File: config.mk
export PLATFORM = sky130hd
export DESIGN_NAME = apidf_regs
export DESIGN_NICKNAME = d
export VERILOG_FILES = /design/src/design/angle_pid_with_integral_freeze_core_defines.svh /design/src/design/apidf_pkg.sv /design/src/design/apidf_regs.sv
export SDC_FILE = /design/constraint.sdc
export NUM_CORES = 1
export LEC_CHECK = 0
export ABC_CLOCK_PERIOD_IN_PS = 1700
export BUFFER_PORTS_ARGS = -buffer_cell sky130_fd_sc_hd__buf_2
export CAP_MARGIN = 20
export CORE_MARGIN = 2
export CORE_UTILIZATION = 40
export DETAILED_ROUTE_END_ITERATION = 16
export PLACE_DENSITY_LB_ADDON = 0.1
export SYNTH_ARGS = -nofsm -noshare
export SYNTH_HDL_FRONTEND = slang
export SYNTH_SLANG_ARGS = --single-unit
File: constraint.sdc
create_clock -name clk_i -period 1.7 [get_ports clk_i]
set_input_delay 0.17 -clock clk_i [delete_from_list [all_inputs] [get_ports clk_i]]
set_output_delay 0.17 -clock clk_i [all_outputs]
set_load 0.01 [all_outputs]
File: src/design/angle_pid_with_integral_freeze_core_defines.svh
// Assertion macros for the angle PID core.
// Used by the top level only; expects clk_i and rst_ni in scope.
`ifndef ANGLE_PID_WITH_INTEGRAL_FREEZE_CORE_DEFINES_SVH
`define ANGLE_PID_WITH_INTEGRAL_FREEZE_CORE_DEFINES_SVH

`ifndef SYNTHESIS
`define APIDF_ASSERT(label, prop) \
  label: assert property (@(posedge clk_i) disable iff (!rst_ni) prop) \
    else $error("apidf check failed");
`define APIDF_ASSERT_NEXT(label, pre, post) \
  label: assert property (@(posedge clk_i) disable iff (!rst_ni) (pre) |=> (post)) \
    else $error("apidf check failed");
`else
`define APIDF_ASSERT(label, prop)
`define APIDF_ASSERT_NEXT(label, pre, post)
`endif

`endif

File: src/design/apidf_pkg.sv
// Shared types and constants for the angle PID core.
// No dependencies.
package apidf_pkg;

  localparam int unsigned AngleW = 16;
  localparam int unsigned GainW  = 16;
  localparam int unsigned LimW   = 15;
  localparam int unsigned ProdW  = 33;
  localparam int unsigned AccW   = 24;
  localparam int unsigned AddrW  = 5;
  localparam int unsigned DataW  = 32;

  localparam logic [AngleW:0] PosFloor = 17'd521;

  localparam logic [LimW-1:0] FreezeErrorRst = 15'd146;
  localparam logic [LimW-1:0] ActiveErrorRst = 15'd546;
  localparam logic [LimW-1:0] FreezeRateRst  = 15'd214;

  typedef enum logic [2:0] {
    REG_GAIN_P         = 3'd0,
    REG_GAIN_I         = 3'd1,
    REG_GAIN_D         = 3'd2,
    REG_INTEGRAL_LIMIT = 3'd3,
    REG_OUTPUT_LIMIT   = 3'd4,
    REG_FREEZE_ERROR   = 3'd5,
    REG_ACTIVE_ERROR   = 3'd6,
    REG_FREEZE_RATE    = 3'd7
  } reg_idx_e;

  typedef enum logic {
    OP_STEP  = 1'b0,
    OP_CLEAR = 1'b1
  } op_e;

  typedef struct packed {
    logic [GainW-1:0] gain_p;
    logic [GainW-1:0] gain_i;
    logic [GainW-1:0] gain_d;
    logic [LimW-1:0]  integral_limit;
    logic [LimW-1:0]  output_limit;
    logic [LimW-1:0]  freeze_error;
    logic [LimW-1:0]  active_error;
    logic [LimW-1:0]  freeze_rate;
  } cfg_t;

  typedef struct packed {
    logic                     valid;
    op_e                      op;
    logic signed [AngleW-1:0] err;
    logic signed [ProdW-1:0]  p_term;
    logic signed [ProdW-1:0]  d_term;
    logic signed [ProdW-1:0]  i_step;
    logic                     decay;
    logic                     accum;
  } stage_t;

endpackage

File: src/design/apidf_regs.sv
// APB configuration registers for the angle PID core.
// Depends on apidf_pkg.
module apidf_regs import apidf_pkg::*; (
  input  logic             clk_i,
  input  logic             rst_ni,
  input  logic             psel,
  input  logic             penable,
  input  logic             pwrite,
  input  logic [AddrW-1:0] paddr,
  input  logic [DataW-1:0] pwdata,
  output logic [DataW-1:0] prdata,
  output logic             pready,
  output cfg_t             cfg_o
);

  cfg_t     cfg_q;
  reg_idx_e idx;
  logic     wr_en;

  assign idx    = reg_idx_e'(paddr[AddrW-1:2]);
  assign wr_en  = psel && penable && pwrite;
  assign pready = 1'b1;
  assign cfg_o  = cfg_q;

  always_ff @(posedge clk_i or negedge rst_ni) begin
    if (!rst_ni) begin
      cfg_q.gain_p         <= '0;
      cfg_q.gain_i         <= '0;
      cfg_q.gain_d         <= '0;
      cfg_q.integral_limit <= '0;
      cfg_q.output_limit   <= '0;
      cfg_q.freeze_error   <= FreezeErrorRst;
      cfg_q.active_error   <= ActiveErrorRst;
      cfg_q.freeze_rate    <= FreezeRateRst;
    end else if (wr_en) begin
      unique case (idx)
        REG_GAIN_P:         cfg_q.gain_p         <= pwdata[GainW-1:0];
        REG_GAIN_I:         cfg_q.gain_i         <= pwdata[GainW-1:0];
        REG_GAIN_D:         cfg_q.gain_d         <= pwdata[GainW-1:0];
        REG_INTEGRAL_LIMIT: cfg_q.integral_limit <= pwdata[LimW-1:0];
        REG_OUTPUT_LIMIT:   cfg_q.output_limit   <= pwdata[LimW-1:0];
        REG_FREEZE_ERROR:   cfg_q.freeze_error   <= pwdata[LimW-1:0];
        REG_ACTIVE_ERROR:   cfg_q.active_error   <= pwdata[LimW-1:0];
        REG_FREEZE_RATE:    cfg_q.freeze_rate    <= pwdata[LimW-1:0];
        default:            cfg_q                <= cfg_q;
      endcase
    end
  end

  always_comb begin
    unique case (idx)
      REG_GAIN_P:         prdata = {16'b0, cfg_q.gain_p};
      REG_GAIN_I:         prdata = {16'b0, cfg_q.gain_i};
      REG_GAIN_D:         prdata = {16'b0, cfg_q.gain_d};
      REG_INTEGRAL_LIMIT: prdata = {17'b0, cfg_q.integral_limit};
      REG_OUTPUT_LIMIT:   prdata = {17'b0, cfg_q.output_limit};
      REG_FREEZE_ERROR:   prdata = {17'b0, cfg_q.freeze_error};
      REG_ACTIVE_ERROR:   prdata = {17'b0, cfg_q.active_error};
      REG_FREEZE_RATE:    prdata = {17'b0, cfg_q.freeze_rate};
      default:            prdata = '0;
    endcase
  end

endmodule

==> flow_summary.ini <==
[outcome]
status = finished, final reports clean

[yosys]
synth_top_flop_cell = dfrtp_1
synth-async-reset-ratio_pct = 100
netlist_instances = 418
synth-seq-cells = 123
synth_top_area_share_pct = 47.9
yosys.area.top_type = dfrtp_1
yosys-top-cells-area = dfrtp_1 (48%), mux2_2 (22%), mux2i_1 (7.9%), dfstp_2 (4.9%), buf_4 (2.6%)
ys_top_cells_by_count = mux2_2 (113), dfrtp_1 (112), mux2i_1 (46), buf_4 (20)
synth_cell_type_count = 23
yosys.cell_count.top_type = mux2_2
syn_area_per_cell_um2 = 14.0
yosysSeqAreaShare_pct = 52.9
ys_warn_count = 0
synth-edff-count = 0
synth_area_um2 = 5850

[placed_design]
portBuffers = 162
gp_congestion = 0.803
dp_hpwl_um = 11500

[layout]
finalCoreUtilization_pct = 53.3
diodes = 0
layout-drive-gt1-share_pct = 60.5
largest_reg_flops = 123
final_nets = 654
area_delta_synth_final_pct = 31.4

[timing]
skew_ns = 0
final-setup-viol-count = 0
fmax_mhz = 591
finalCriticalPeriod_ns = 1.69
fin_tns_setup_ns = 0
finalHoldViolations = 0
fin_crit_sh_pct = 99.6
finalMaxSlewViolations = 0
rsz0062_at_grt = yes

[critical_path]
r2r_setup_slack_ns = 0.88
worstSetupStartpointType = flop
worstPathArrival_ns = 1.52
path_max_fanout = 2
reg2reg_depth = 2
required_ns = 1.53
worst-setup-path-type = flop to output port
worst_setup_path_end_kind = output port
r2r_start = cfg_o[16]
reg2reg_to = cfg_o[16]

[floorplanning]
ios = 198
die_h_um = 125
row_count = 44
core-area_um2 = 14400
dieWidth_um = 125
dieArea_um2 = 15600
start_util_pct = 40.5

[pwr]
p_sw_share_pct = 28.1
ir_drop_mv = 0.663
comb_power_share_pct = 22.7
seqPwrFrac_pct = 40.3
power.internal_w = 0.00712
power_density_nw_per_um2 = 1290
switching_power_w = 0.00278
p_leak_nw = 3.90
clkPwrFrac_pct = 36.9

[grt]
antenna_found_initial = 0
grt-ovfl-total = 0
grt_pass1_wl_um = 25300
grt_max_degree = 48
first_global_vias = 4365
track_usage_pct = 21.5

[clock_tree]
cts.htree.levels = 4
cts_buffers = 17
clock_path_buffers = 2
clkSinkCount = 123
clkLatencyLatePin_ns = 0.42
clk_pin_slew_worst_paths_ns = 0.06
cts_tree = built
clockRootBuffer = clkbuf_16

[drt]
top_layer = met4
first_pass_iters = 4
wl_met3_um = 934
wl_per_cell_um = 20.3
drc_errors = 0
totalWireLength_um = 16400
vias = 4215
met1Wirelength_um = 7280
ant_nets = 0
dr.first_iter.drc_count = 145
wl_met2_um = 7810
routed_via_density = 5.21

[worst_hold_path]
worst_hold_path_type = input port to flop
hold_depth = 2
whs_endpoint = cfg_o[122]
hold_start = pwdata[15]

[job]
drv_cap = 0
==> logic make-up after synthesis <==
kind of cell	Yosys count	share of synthesized area, %
other cells	2	0.128
simple gates	33	4.02
buf+inv	45	4.84
mux	169	32.2
flops	123	52.9
compound gates	46	5.91
==> power by group through the flow <==
stage,registers [W],clock network (W),logic (W)
final,0.00399,0.00365,0.00225
after global routing,0.00408,0.00387,0.00243
after detailed placement,0.00404,0,0.00222
after floorplan,0.00424,0,0.000979
after global placement,0.00401,0,0.00219
after CTS,0.00399,0.00373,0.00227
==> metal layers <==
layer / global-route usage (%) / vias up
li1: - / 1911
met1: 27.7 / 2131
met2: 34.4 / 145
met3: 5.88 / 28
met4: 8.50 / 0
met5: 0 / -
==> repair_timing <==
item	4_1_cts	5_1_grt
buffers inserted	5	0
resized for setup	1	4
cloned	0	0
pin swaps	7	6
hold buffers	1	0
setup endpoints to repair	4	11
hold endpoints to repair	51	0
==> layout by cell type (no fill, tap or decap), types with 3 or more instances in the layout <==
cell type    n
bufinv_16    3
dfstp_2     11
or3_1        3
clkinv_2     5
clkbuf_8     3
nor2_2       6
o22ai_1     15
nand2b_1     3
a211oi_1    12
mux2_4      10
buf_4       39
nor3b_1     15
a211oi_2     3
buf_12       5
dfrtp_1    112
buf_2      159
o22a_1      15
conb_1      17
mux2i_1     46
clkbuf_1     4
clkbuf_16   17
mux2_2     113
==> through the flow <==
step | setup slack [ns] | total power [W] | std cells | instance area [µm²] | hold slack, ns
2_1_floorplan | 0.184 | 0.00522 | 433 | 5900 | -0.126
3_3_place_gp | 0.0434 | 0.00620 | 771 | 7010 | 0.0843
3_5_place_dp | -0.0325 | 0.00626 | 771 | 7010 | 0.0879
4_1_cts | -0.0266 | 0.00999 | 809 | 7660 | 0.00816
5_1_grt | -0.0714 | 0.0104 | 809 | 7680 | 0.0143
6_report | 0.00661 | 0.00989 | 809 | 7680 | 0.0192
==> layout make-up <==
type	instances	area, µm²
clock buffers	24	482
clock inverters	8	115
fillers	1281	6740
multi-input cells	265	2550
flip-flops and latches	123	3090
well taps	184	230
repair buffers	205	1210
==> worst max path at each step <==
stage | endpoint | startpoint | slack [ns]
6_report | prdata[5] | cfg_o[20] | 0.007
3_3_place_gp | cfg_o[12] | paddr[2] | 0.04
5_1_grt | prdata[9] | cfg_o[24] | -0.07
2_1_floorplan | cfg_o[64] | paddr[4] | 0.18
4_1_cts | prdata[5] | cfg_o[20] | -0.03
3_5_place_dp | cfg_o[3] | paddr[2] | -0.03
==> worst max-delay path: stages, from the launching register on <==
cell	delay (ns)
dfstp_2	0.52
mux2i_1	0.08
a211oi_2	0.22
o22a_1	0.16
buf_2	0.12
(Power assumes the default switching activity.)
