## config.mk

```make
export PLATFORM = sky130hd
export DESIGN_NAME = apidf_integ
export DESIGN_NICKNAME = d
export VERILOG_FILES = /design/src/design/angle_pid_with_integral_freeze_core_defines.svh /design/src/design/apidf_pkg.sv /design/src/design/apidf_integ.sv
export SDC_FILE = /design/constraint.sdc
export NUM_CORES = 1
export LEC_CHECK = 0
export BUFFER_PORTS_ARGS = -buffer_cell sky130_fd_sc_hd__buf_2
export CAP_MARGIN = 20
export CORE_MARGIN = 2
export CORE_UTILIZATION = 30
export CTS_CLUSTER_DIAMETER = 60
export DETAILED_ROUTE_END_ITERATION = 8
export PLACE_DENSITY_LB_ADDON = 0.1
export RECOVER_POWER = 25
export SYNTH_ARGS = -nofsm -noshare
export SYNTH_HDL_FRONTEND = slang
export SYNTH_SLANG_ARGS = --single-unit
```

## constraint.sdc

```tcl
create_clock -name clk_i -period 23 [get_ports clk_i]
set_input_delay 3.45 -clock clk_i [delete_from_list [all_inputs] [get_ports clk_i]]
set_output_delay 3.45 -clock clk_i [all_outputs]
set_load 0.02 [all_outputs]
```

## src/design/angle_pid_with_integral_freeze_core_defines.svh

```systemverilog
// Assertion macros for the angle PID core.
// Used by the top level only; expects clk_i and rst_ni in scope.
`ifndef ANGLE_PID_WITH_INTEGRAL_FREEZE_CORE_DEFINES_SVH
`define ANGLE_PID_WITH_INTEGRAL_FREEZE_CORE_DEFINES_SVH

`ifndef SYNTHESIS
`define APIDF_ASSERT(label, prop) \
  label: assert property (@(posedge clk_i) disable iff (!rst_ni) prop) \
    else $error("apidf check failed");
`define APIDF_ASSERT_NEXT(label, pre, post) \
  label: assert property (@(posedge clk_i) disable iff (!rst_ni) (pre) |=> (post)) \
    else $error("apidf check failed");
`else
`define APIDF_ASSERT(label, prop)
`define APIDF_ASSERT_NEXT(label, pre, post)
`endif

`endif

```

## src/design/apidf_pkg.sv

```systemverilog
// Shared types and constants for the angle PID core.
// No dependencies.
package apidf_pkg;

  localparam int unsigned AngleW = 16;
  localparam int unsigned GainW  = 16;
  localparam int unsigned LimW   = 15;
  localparam int unsigned ProdW  = 33;
  localparam int unsigned AccW   = 24;
  localparam int unsigned AddrW  = 5;
  localparam int unsigned DataW  = 32;

  localparam logic [AngleW:0] PosFloor = 17'd521;

  localparam logic [LimW-1:0] FreezeErrorRst = 15'd146;
  localparam logic [LimW-1:0] ActiveErrorRst = 15'd546;
  localparam logic [LimW-1:0] FreezeRateRst  = 15'd214;

  typedef enum logic [2:0] {
    REG_GAIN_P         = 3'd0,
    REG_GAIN_I         = 3'd1,
    REG_GAIN_D         = 3'd2,
    REG_INTEGRAL_LIMIT = 3'd3,
    REG_OUTPUT_LIMIT   = 3'd4,
    REG_FREEZE_ERROR   = 3'd5,
    REG_ACTIVE_ERROR   = 3'd6,
    REG_FREEZE_RATE    = 3'd7
  } reg_idx_e;

  typedef enum logic {
    OP_STEP  = 1'b0,
    OP_CLEAR = 1'b1
  } op_e;

  typedef struct packed {
    logic [GainW-1:0] gain_p;
    logic [GainW-1:0] gain_i;
    logic [GainW-1:0] gain_d;
    logic [LimW-1:0]  integral_limit;
    logic [LimW-1:0]  output_limit;
    logic [LimW-1:0]  freeze_error;
    logic [LimW-1:0]  active_error;
    logic [LimW-1:0]  freeze_rate;
  } cfg_t;

  typedef struct packed {
    logic                     valid;
    op_e                      op;
    logic signed [AngleW-1:0] err;
    logic signed [ProdW-1:0]  p_term;
    logic signed [ProdW-1:0]  d_term;
    logic signed [ProdW-1:0]  i_step;
    logic                     decay;
    logic                     accum;
  } stage_t;

endpackage

```

## src/design/apidf_integ.sv

```systemverilog
// Integral update (leak, accumulate, clamp), output sum and saturation,
// plus the result register. Depends on apidf_pkg.
module apidf_integ import apidf_pkg::*; (
  input  logic                     clk_i,
  input  logic                     rst_ni,
  input  logic                     en_i,
  input  stage_t                   stage_i,
  input  cfg_t                     cfg_i,
  output logic                     out_valid_o,
  output logic signed [AngleW-1:0] drive_o,
  output logic signed [AngleW-1:0] wrapped_error_o
);

  localparam int unsigned WideW = ProdW + 1;
  localparam int unsigned DecW  = 32;
  localparam int unsigned SumW  = ProdW + 2;

  logic signed [AccW-1:0]   acc_q;
  logic signed [DecW-1:0]   acc_d32;
  logic signed [DecW-1:0]   dec_prod;
  logic signed [DecW-1:0]   dec_val;
  logic signed [WideW-1:0]  acc_w;
  logic signed [WideW-1:0]  grow;
  logic signed [WideW-1:0]  pick;
  logic signed [WideW-1:0]  ilim;
  logic signed [WideW-1:0]  clamped;
  logic signed [AccW-1:0]   acc_d;
  logic signed [SumW-1:0]   sum;
  logic signed [SumW-1:0]   quo;
  logic signed [SumW-1:0]   olim;
  logic signed [AngleW-1:0] drv;
  logic                     out_valid_q;
  logic signed [AngleW-1:0] drive_q;
  logic signed [AngleW-1:0] werr_q;
  logic                     clr;

  assign clr = (stage_i.op == OP_CLEAR);

  // leak by 251/256, truncated toward zero
  assign acc_d32  = DecW'(acc_q);
  assign dec_prod = (acc_d32 <<< 8) - (acc_d32 <<< 2) - acc_d32;
  assign dec_val  = (dec_prod + (dec_prod[DecW-1] ? 32'sd255 : 32'sd0)) >>> 8;

  assign acc_w = WideW'(acc_q);
  assign grow  = acc_w + WideW'(stage_i.i_step);
  assign ilim  = $signed({{(WideW-LimW-8){1'b0}}, cfg_i.integral_limit, 8'b0});

  always_comb begin
    priority if (stage_i.decay) begin
      pick = WideW'(dec_val);
    end else if (stage_i.accum) begin
      pick = grow;
    end else begin
      pick = acc_w;
    end
    priority if (pick > ilim) begin
      clamped = ilim;
    end else if (pick < -ilim) begin
      clamped = -ilim;
    end else begin
      clamped = pick;
    end
  end

  assign acc_d = clamped[AccW-1:0];

  assign sum  = SumW'(stage_i.p_term) + SumW'(acc_d) + SumW'(stage_i.d_term);
  assign quo  = (sum + (sum[SumW-1] ? SumW'(255) : SumW'(0))) >>> 8;
  assign olim = $signed({{(SumW-LimW){1'b0}}, cfg_i.output_limit});

  always_comb begin
    priority if (quo > olim) begin
      drv = olim[AngleW-1:0];
    end else if (quo < -olim) begin
      drv = AngleW'(-olim);
    end else begin
      drv = quo[AngleW-1:0];
    end
  end

  always_ff @(posedge clk_i or negedge rst_ni) begin
    if (!rst_ni) begin
      out_valid_q <= 1'b0;
      acc_q       <= '0;
    end else if (en_i) begin
      out_valid_q <= stage_i.valid;
      if (stage_i.valid) begin
        acc_q <= clr ? '0 : acc_d;
      end
    end
  end

  always_ff @(posedge clk_i) begin
    if (en_i && stage_i.valid) begin
      drive_q <= clr ? '0 : drv;
      werr_q  <= clr ? '0 : stage_i.err;
    end
  end

  assign out_valid_o     = out_valid_q;
  assign drive_o         = drive_q;
  assign wrapped_error_o = werr_q;

endmodule
```

==> results of run 1 <==
==> state kept, by name, summed over array words and instances (netlist names) <==
register         flops
acc_q               24
drive_o             16
wrapped_error_o     16
out_valid_o          1
==> Yosys cell counts, drive strengths merged, types with 10 or more instances <==
cell,instances
inv,175
ha,202
a21o,48
nand2,169
edfxtp,32
o31ai,18
a211oi,33
fa,52
o311ai,14
nor3,59
nand4,50
or3,17
o21ai,126
and3,36
nand3,51
buf,42
and2,26
nor4,35
nor2b,40
a21oi,143
mux2i,27
o21a,27
or2,10
clkbuf,45
nor2,114
nand2b,20
dfrtp,25
a31oi,24
xnor2,85
xor2,42
a211o,16
o211ai,43
==> how the worst max path moves through the flow <==
stage                              to  slack (ns)  cells after the start
after floorplan            drive_o[3]        7.61                     59
after detailed placement  drive_o[15]        3.48                     60
final                      drive_o[6]        4.04                     61
after CTS                  drive_o[6]        3.43                     60
after global placement     drive_o[6]        3.57                     60
after global routing       drive_o[0]        2.29                     65
==> routing by layer <==
metal  global-route usage  part of all wire  wire (um)
met2                0.369              0.51      28200
met3               0.0130             0.030       1660
met1                0.262              0.45      24600
met5                    0           0.00069         38
met4               0.0336             0.013        698
==> worst reg2reg max path, delay by kind of cell, from the launching register on <==
kind | cells | cell delay [ns]
compound gates | 29 | 9.58
fa+ha+maj | 8 | 3.16
xor+xnor | 1 | 0.38
buf+inv | 5 | 1.21
simple gates | 17 | 3.37
flops | 1 | 0.67
mux | 1 | 0.31
==> stage by stage <==
step / instances / cell area (sq um) / utilization
floorplan: 2018 / 15700 / -
global placement: 2805 / 17100 / 0.333
detailed placement: 2805 / 17100 / 0.333
CTS: 2821 / 17500 / 0.339
global route: 2822 / 17500 / 0.339
finish: 2822 / 17500 / 0.339
==> final cells by class <==
| cell class | count | area (sq um) | area share |
|---|---|---|---|
| clock inverter | 7 | 125 | 0.00716 |
| multi-input combinational | 1697 | 13000 | 0.746 |
| inverter | 177 | 664 | 0.0380 |
| sequential | 57 | 1590 | 0.0908 |
| clock buffer | 9 | 225 | 0.0129 |
| timing repair buffer | 195 | 995 | 0.0569 |
| tap | 680 | 851 | 0.0487 |
==> kinds of logic (layout without fill, tap and decap cells) <==
kind of cell,count (synthesis),count (layout)
buffers and inverters,264,388
flip-flops,57,57
AO/OA/AOI/OAI,615,615
AND/OR/NAND/NOR,663,663
adder cells (fa/ha/maj),255,255
XOR/XNOR,129,129
multiplexers,35,35
==> key figures, run 1 <==
Setup path
  • Critical path class: flop to flop
  • Reg2Reg Setup Slack: slightly above 4 ns
  • Reg-to-reg endpoint: drive_o[6]
  • WP data required: between 20 and 25 ns
  • Register-to-Register Path Depth: 61
  • Startpoint types: flop
  • Crit-path slowest cell: a221oi_1
  • CP dominant cell by count: ha_1
  • Arrival @ worst endpoint: between 15 and 20 ns
  • Reg-to-reg startpoint: acc_q[23]
  • Crit path buf inv count: 5
  • Critical path's largest stage delay: around 0.8 ns
  • CP endpoint kind: flop
  • Crit Path Max Fanout: 23
  • Critical path's top delay family: compound AO/OA/AOI/OAI gates
  • CP Launch Point: acc_q[23]

Synth
  • Post-Syn Area: roughly 16000 sq um
  • Async SR Flop Fraction: 0.439
  • Xor and xnor fraction of the mapped netlist area: 0.0752
  • Simple logic cell fraction of the synthesized area: 0.220
  • Largest family of logic cells by synthesized area: compound AO/OA/AOI/OAI gates
  • Post-synthesis compound-gate area fraction: 0.283
  • Syn Nets: about 2500
  • Library cells used by synthesis: about 110
  • Post-synth top area cell: ha_1
  • Primary FF master, synth: edfxtp_1
  • Syn Area/Cell: approximately 7.8 sq um
  • #FFs+latches synth: 57
  • Cells after Synth: 2018
  • Top-area cell type share of the netlist area: 0.161
  • Top area cells in the synthesized netlist: ha_1 16%, fa_1 6.6%, edfxtp_1 6.1%
  • EDFF count, synth: 32
  • Post-synthesis mux area share: 0.0230
  • Synth Area in Adders: 0.228
  • Warnings, synthesis: 0
  • Sequential area share after synthesis: 0.101

Clocking
  • Post CTS Setup Buffer Count: 0
  • CTS tree: done
  • H-tree Lvls: 3
  • Post-CTS sizing: 0
  • Longest Clk Path Bufs: 2
  • Post-CTS Hold Fix Bufs: 0
  • Number of CTS-inserted buffers: 9
  • Root Driver: clkbuf_16
  • Worst-path clk slew: 0.06 ns
  • Skew-Pair Late Insertion Delay: ~0.35 ns
  • Clock Sinks: 57

Cells and area
  • Synth-to-layout area growth: 11.4%
  • Most common cell after layout, fill and taps aside: ha_1
  • Nets@finish: 2636
  • Commonest cells after routing, fill and taps aside: 202 x ha_1, 183 x buf_2, 174 x inv_1
  • # fillers: between 5000 and 6000
  • Layout cell share with drive strength beyond 1: 0.143
  • Number of inserted diodes: 0

STA
  • Unrepaired setup endpoints after global routing: false
  • Setup tns final: 0 ns
  • Slew @ Worst Pin: around 2.5 ns
  • Final Slew Violations: 83
  • Minimum clock period after layout: 18.96 ns
  • Maximum clock frequency: approximately 0.053 GHz
  • Final worst slack: slightly above 4 ns
  • Skew final: ~0.018 ns
  • Setup violators final: 0
  • WHS: about 0.52 ns
  • Endpoints failing hold: 0
  • Worst rel slew slack: -0.648
  • Period utilisation layout: 0.824

Run status
  • Failing checks: max-capacitance violations, max-slew violations
  • Outcome: finished with violations

Detailed routing
  • Drt wl/cell: 19.5 um
  • Vias: between 15000 and 20000
  • Via/cell ratio: 5.49
  • Routed WL: 55100 um
  • DRT iter0 DRCs: between 900 and 1000
  • Pre-antenna DRT Iters: 5
  • Routed Antenna Nets: 0
  • DRC viols: 0

Placed design
  • Gpl congestion: slightly below 0.9
  • Hpwl dp: ~47000 um
  • Worst slack, placed: 3.48 ns
  • Number of I/O port buffers: around 180

Global routing
  • First-pass GRT wire length: just under 90000 um
  • GR Overflow Total: 0
  • Vias in the first global route: approximately 15000
  • Initial antenna violation count: 4
  • Largest net degree at the start of global routing: 49
  • GRT Overall Usage: 0.202

Hold path
  • Hold Crit Start: out_valid_o
  • WHS Path Cells: 2
  • Min-Delay Path Class: flop to flop
  • WHS Endpoint: out_valid_o

Die
  • Chip Height: approximately 230 um
  • Die width: about 230 um
  • # rows: 83
  • Core footprint: ~52000 sq um
  • Initial Utilization: 0.305
  • Total die area: 54200 sq um
  • Ports: approximately 280

Job
  • Max Cap Violations: 2
Power of run 1 is left out: the tool's default activity adds up to more than one toggle a clock period on the data nets, which glitch-free logic cannot reach.
==> run 2, diff against run 1 <==
clock period = 19.57 ns   (was 23 ns; I/O delays follow)
==> run 2 against run 1 <==
  * Utilization grew 0.31 points
  * Cell count grew 0.78%
  * Non-clock buffer count grew 20
  * The flow still finishes with violations (max-capacitance violations, max-slew violations)
  * Highest routed layer unchanged
  * Register-to-register slack lost 2.0 ns
  * Cell area grew 0.90%
  * Sequential cell count is the same
  * Hold slack gained 0.0041 ns
  * Global-route usage grew 0.12 points
  * First-iteration DRC count shrank 9.2%
  * Critical path depth grew 3
  * Clock skew shrank 0.0059 ns
==> key figures, run 2 (same netlist as run 1, synthesis figures left out) <==
Run status
  • Outcome: finished with violations
  • Failing checks: max-capacitance violations, max-slew violations

STA
  • Minimum clock period after layout: 17.52 ns (-1.44 ns)
  • Slew @ Worst Pin: 2.42 ns (-0.0536 ns)
  • WHS: 0.527 ns (+0.00414 ns)
  • Maximum clock frequency: 0.0571 GHz (+8.2%)
  • Period utilisation layout: 0.895 (+0.0708)
  • Setup violators final: 0 (unchanged)
  • Unrepaired setup endpoints after global routing: false
  • Skew final: 0.0117 ns (-0.00586 ns)
  • Endpoints failing hold: 0 (unchanged)
  • Setup tns final: 0 ns (unchanged)
  • Worst rel slew slack: -0.612 (+0.0357)
  • Final Slew Violations: 83 (unchanged)

Cells and area
  • Nets@finish: 2656 (+0.76%)
  • Layout cell share with drive strength beyond 1: 0.151 (+0.00793)
  • Multi-input gate area: 13000 sq um (unchanged)
  • Largest Register: acc_q
  • # fillers: 5573 (-1.3%)
  • FF+latch area: 1590 sq um (unchanged)
  • Synth-to-layout area growth: 12.4%
  • Final Util: 0.342 (+0.00306)
  • Commonest cells after routing, fill and taps aside: 202 x ha_1, 183 x buf_2, 174 x inv_1
  • Most common cell after layout, fill and taps aside: ha_1
  • Max FFs per register: 24 (unchanged)

Detailed routing
  • Routed WL: 55500 um (+0.57%)
  • DRC viols: 0 (unchanged)
  • Vias: 15600 (+0.43%)
  • Via/cell ratio: 5.47 (-0.34%)
  • Pre-antenna DRT Iters: 5 (unchanged)
  • Drt wl/cell: 19.5 um (-0.21%)
  • Routed Antenna Nets: 0 (unchanged)
  • DRT iter0 DRCs: 853 (-9.2%)

Die
  • Ports: 278 (unchanged)
  • Total die area: 54200 sq um (unchanged)
  • Core footprint: 51500 sq um (unchanged)
  • Initial Utilization: 0.305 (unchanged)
  • Chip Height: 233 um (unchanged)
  • # rows: 83 (unchanged)
  • Die width: 233 um (unchanged)

Clocking
  • Post-CTS sizing: 0 (unchanged)
  • Skew-Pair Late Insertion Delay: 0.36 ns (about the same)
  • H-tree Lvls: 3 (unchanged)
  • Worst-path clk slew: 0.06 ns (about the same)
  • Number of CTS-inserted buffers: 9 (unchanged)
  • CTS tree: done
  • Longest Clk Path Bufs: 2 (unchanged)
  • Root Driver: clkbuf_16
  • Clock Sinks: 57 (unchanged)
  • Post CTS Setup Buffer Count: 0 (unchanged)
  • Post-CTS Hold Fix Bufs: 0 (unchanged)

Setup path
  • Arrival @ worst endpoint: 17.62 ns (-1.40 ns)
  • Reg2Reg Setup Slack: 2.05 ns (-1.99 ns)
  • Register-to-Register Path Depth: 64 (+4.9%)
  • CP endpoint kind: flop
  • Critical path's largest stage delay: 0.83 ns (+0.02 ns)
  • Reg-to-reg endpoint: drive_o[6]
  • Critical path class: flop to flop
  • Reg-to-reg startpoint: acc_q[23]
  • Crit-path slowest cell: a221oi_1
  • Crit Path Max Fanout: 13 (-43%)
  • WP data required: 19.68 ns (-3.38 ns)
  • Startpoint types: flop

Global routing
  • GR Overflow Total: 0 (unchanged)
  • Largest net degree at the start of global routing: 49 (unchanged)
  • Initial antenna violation count: 4 (unchanged)
  • GRT Overall Usage: 0.203 (+0.00117)
  • Vias in the first global route: 15600 (+1.5%)
  • First-pass GRT wire length: 86700 um (+0.26%)

Hold path
  • WHS Path Cells: 2 (unchanged)
  • WHS Endpoint: out_valid_o
  • Hold Crit Start: out_valid_o
  • Min-Delay Path Class: flop to flop

Placed design
  • Gpl congestion: 0.890 (+0.21%)
  • Hpwl dp: 47100 um (+0.73%)
  • Number of I/O port buffers: 184 (unchanged)

Job
  • Max Cap Violations: 2 (unchanged)
-- run 2: area by class of cell --
cell class	count	area share
antenna	2	0.000284
clock buffer	9	0.0128
clock inverter	7	0.00582
inverter	177	0.0377
multi-input combinational	1697	0.739
sequential	57	0.0900
tap	680	0.0482
timing repair buffer	215	0.0663
-- run 2: how the worst max path moves through the flow --
| stage | startpoint | slack [ns] | to | depth (start not counted) |
|---|---|---|---|---|
| final | acc_q[23] | 2.05 | drive_o[6] | 64 |
| after global routing | acc_q[23] | 0.56 | drive_o[5] | 68 |
| after CTS | acc_q[23] | 1.97 | drive_o[5] | 68 |
| after detailed placement | acc_q[23] | 2.03 | drive_o[5] | 68 |
| after global placement | acc_q[23] | 2.02 | drive_o[3] | 69 |
| after floorplan | stage_i[8] | 4.69 | drive_o[3] | 59 |
-- run 2: critical path, delay by kind of cell, from the launching register on --
family | cells | cell delay, ns
simple gates | 16 | 3.43
compound gates | 28 | 7.32
buf+inv | 10 | 2.12
fa+ha+maj | 8 | 2.92
flops | 1 | 0.68
mux | 1 | 0.40
xor+xnor | 1 | 0.30
-- run 2: metal layers --
layer  vias to the layer above  track usage  part of all wire
li1                       7763            -                 -
met1                      7467        0.259              0.44
met2                       273        0.371              0.51
met3                        43       0.0134             0.029
met4                         4       0.0480             0.017
met5                         -            0           0.00041
-- run 2: metrics by stage --
step | instance area, sq um | setup WS [ns] | instances
3_5_place_dp | 17300 | 2.03 | 2826
3_3_place_gp | 17300 | 2.02 | 2826
2_1_floorplan | 15700 | 4.69 | 2018
5_1_grt | 17600 | 0.556 | 2843
4_1_cts | 17600 | 1.97 | 2842
6_report | 17600 | 2.05 | 2844
Power of run 2 is left out for the same reason.
==> run 3, diff against run 2 <==
GPL_TIMING_DRIVEN = 0   (was not set)
==> run 3 against run 2 <==
  * The flow now finishes without violations
  * Cell count is 1.8% higher
  * Global-route usage is 0.90 points higher
  * Clock skew is 0.012 ns higher
  * Hold slack worse by 0.0060 ns
  * First-iteration DRC count is 26% higher
  * Maximum frequency is 5.1% lower
  * Routed wire length is 4.5% higher
  * Non-clock buffer count is 52 higher
  * Cell area is 1.1% higher
  * Clock-buffer cell count stayed put
  * Sequential cell count stayed put
  * Highest routed layer unchanged
==> key figures, run 3 (same netlist as run 1, synthesis figures left out) <==
Run status
  • Outcome: finished clean

Cells and area
  • Max FFs per register: 24 (unchanged)
  • Largest Register: acc_q
  • Commonest cells after routing, fill and taps aside: 202 x ha_1, 191 x buf_2, 174 x inv_1
  • Most common cell after layout, fill and taps aside: ha_1
  • Synth-to-layout area growth: 13.6%
  • Layout cell share with drive strength beyond 1: 0.149 (-0.00219)
  • Nets@finish: 2708 (+2.0%)
  • Layout Cells excl Fill: 2895 (+1.8%)

Clocking
  • Clock Sinks: 57 (unchanged)
  • Post CTS Setup Buffer Count: 0 (unchanged)
  • H-tree Lvls: 3 (unchanged)
  • Root Driver: clkbuf_16
  • Worst-path clk slew: 0.06 ns (about the same)
  • Longest Clk Path Bufs: 2 (unchanged)
  • Number of CTS-inserted buffers: 9 (unchanged)
  • Skew-Pair Late Insertion Delay: 0.36 ns (about the same)
  • Post-CTS Hold Fix Bufs: 0 (unchanged)
  • Post-CTS sizing: 2 (+2)
  • CTS tree: done

Hold path
  • WHS Path Cells: 2 (unchanged)
  • WHS Endpoint: out_valid_o
  • Hold Crit Start: out_valid_o
  • Min-Delay Path Class: flop to flop

Die
  • Chip Height: 233 um (unchanged)
  • # rows: 83 (unchanged)
  • Ports: 278 (unchanged)
  • Core footprint: 51500 sq um (unchanged)
  • Initial Utilization: 0.305 (unchanged)
  • Total die area: 54200 sq um (unchanged)
  • Die width: 233 um (unchanged)

Setup path
  • Crit path buf inv count: 11 (+1)
  • Reg-to-reg startpoint: acc_q[14]
  • Crit Path Max Fanout: 10 (-3)
  • Critical path's top delay family: compound AO/OA/AOI/OAI gates
  • Critical path class: flop to flop
  • Critical path's largest stage delay: 0.81 ns (-0.02 ns)
  • Register-to-Register Path Depth: 64 (unchanged)
  • Startpoint types: flop
  • Critical Path Stages: 64 (unchanged)
  • Crit-path slowest cell: nor4_2
  • Arrival @ worst endpoint: 18.49 ns (+0.87 ns)
  • CP dominant cell by count: ha_1
  • WP data required: 19.60 ns (-0.08 ns)
  • Reg2Reg Setup Slack: 1.11 ns (-0.94 ns)
  • Reg-to-reg endpoint: drive_o[6]
  • CP endpoint kind: flop

Global routing
  • Met3 Usage GRT: 0.0123 (-0.00110)
  • Top Usage Layer GRT: met2
  • First-pass GRT wire length: 89800 um (+3.6%)
  • Vias in the first global route: 16000 (+2.7%)
  • Routing usage on met2: 0.399 (+0.0281)
  • Largest net degree at the start of global routing: 41 (-16%)
  • GRT Overall Usage: 0.212 (+0.00897)
  • Initial antenna violation count: 6 (+2)
  • GR Overflow Total: 0 (unchanged)
  • M1 GR Usage: 0.266 (+0.00769)

Detailed routing
  • DRT iter0 DRCs: 1078 (+26%)
  • Routed Antenna Nets: 0 (unchanged)
  • Drt wl/cell: 20.0 um (+2.6%)
  • Routed WL: 57900 um (+4.5%)
  • Pre-antenna DRT Iters: 5 (unchanged)
  • DRC viols: 0 (unchanged)
  • Vias: 15900 (+2.5%)
  • Via/cell ratio: 5.50 (+0.68%)

STA
  • Period utilisation layout: 0.943 (+0.0482)
  • Minimum clock period after layout: 18.46 ns (+0.943 ns)
  • Setup tns final: 0 ns (unchanged)
  • Worst rel slew slack: 0.106 (+0.718)
  • Slew @ Worst Pin: 1.34 ns (-1.08 ns)
  • Unrepaired setup endpoints after global routing: false
  • WHS: 0.521 ns (-0.00599 ns)
  • Final Slew Violations: 0 (-100%)
  • Skew final: 0.0232 ns (+0.0115 ns)
  • Maximum clock frequency: 0.0542 GHz (-5.1%)
  • Endpoints failing hold: 0 (unchanged)
  • Setup violators final: 0 (unchanged)

Placed design
  • Dpl cells: 2878 (+1.8%)
  • Gpl congestion: 0.868 (-2.4%)
  • Hpwl dp: 50000 um (+6.2%)
  • Number of I/O port buffers: 179 (-2.7%)

Job
  • Max Cap Violations: 0 (-2)
run 3: cell count changes in the layout (fill, tap and decap cells not counted), sizes merged:
cell,before,now
clkinvlp,1,0
clkbuf,12,65
buf,212,211
bufinv,2,3
diode,2,1
run 3: area by class of cell:
type | instances | area, sq um
fill | 5624 | 33700
multi-input combinational | 1697 | 13100
sequential | 57 | 1590
timing repair buffer | 180 | 890
tap | 680 | 851
inverter | 177 | 666
buffer | 87 | 423
clock buffer | 9 | 225
clock inverter | 7 | 125
antenna | 1 | 2.50
run 3: worst register-to-register path, delay by kind of cell, from the launching register on:
family | cells | cell delay, ns
adders and majority gates | 8 | 2.94
and+or+nand+nor | 20 | 5.22
buffers and inverters | 11 | 2.66
xor gates and xnor gates | 1 | 0.44
DFF | 1 | 0.54
AOI/OAI and AO/OA | 24 | 6.37
run 3: metal layers:
metal	vias up	wire [um]
li1	7871	-
met1	7717	25300
met2	294	30100
met3	50	1560
met4	4	905
met5	-	20
run 3: through the flow:
step / worst slack [ns] / utilization / instance area [sq um]
after global routing: 0.0437 / 0.346 / 17800
after global placement: -0.833 / 0.339 / 17400
final: 1.11 / 0.346 / 17800
after floorplan: 4.69 / - / 15700
after detailed placement: -0.419 / 0.339 / 17500
after CTS: 0.157 / 0.346 / 17800
run 3: worst max path at each step:
stage	to	slack, ns	start
CTS	drive_o[6]	0.16	acc_q[23]
finish	drive_o[6]	1.11	acc_q[14]
global route	drive_o[6]	0.04	acc_q[14]
detailed placement	drive_o[6]	-0.42	acc_q[23]
floorplan	drive_o[3]	4.69	stage_i[8]
global placement	drive_o[6]	-0.83	acc_q[23]
Power of run 3 is left out for the same reason.
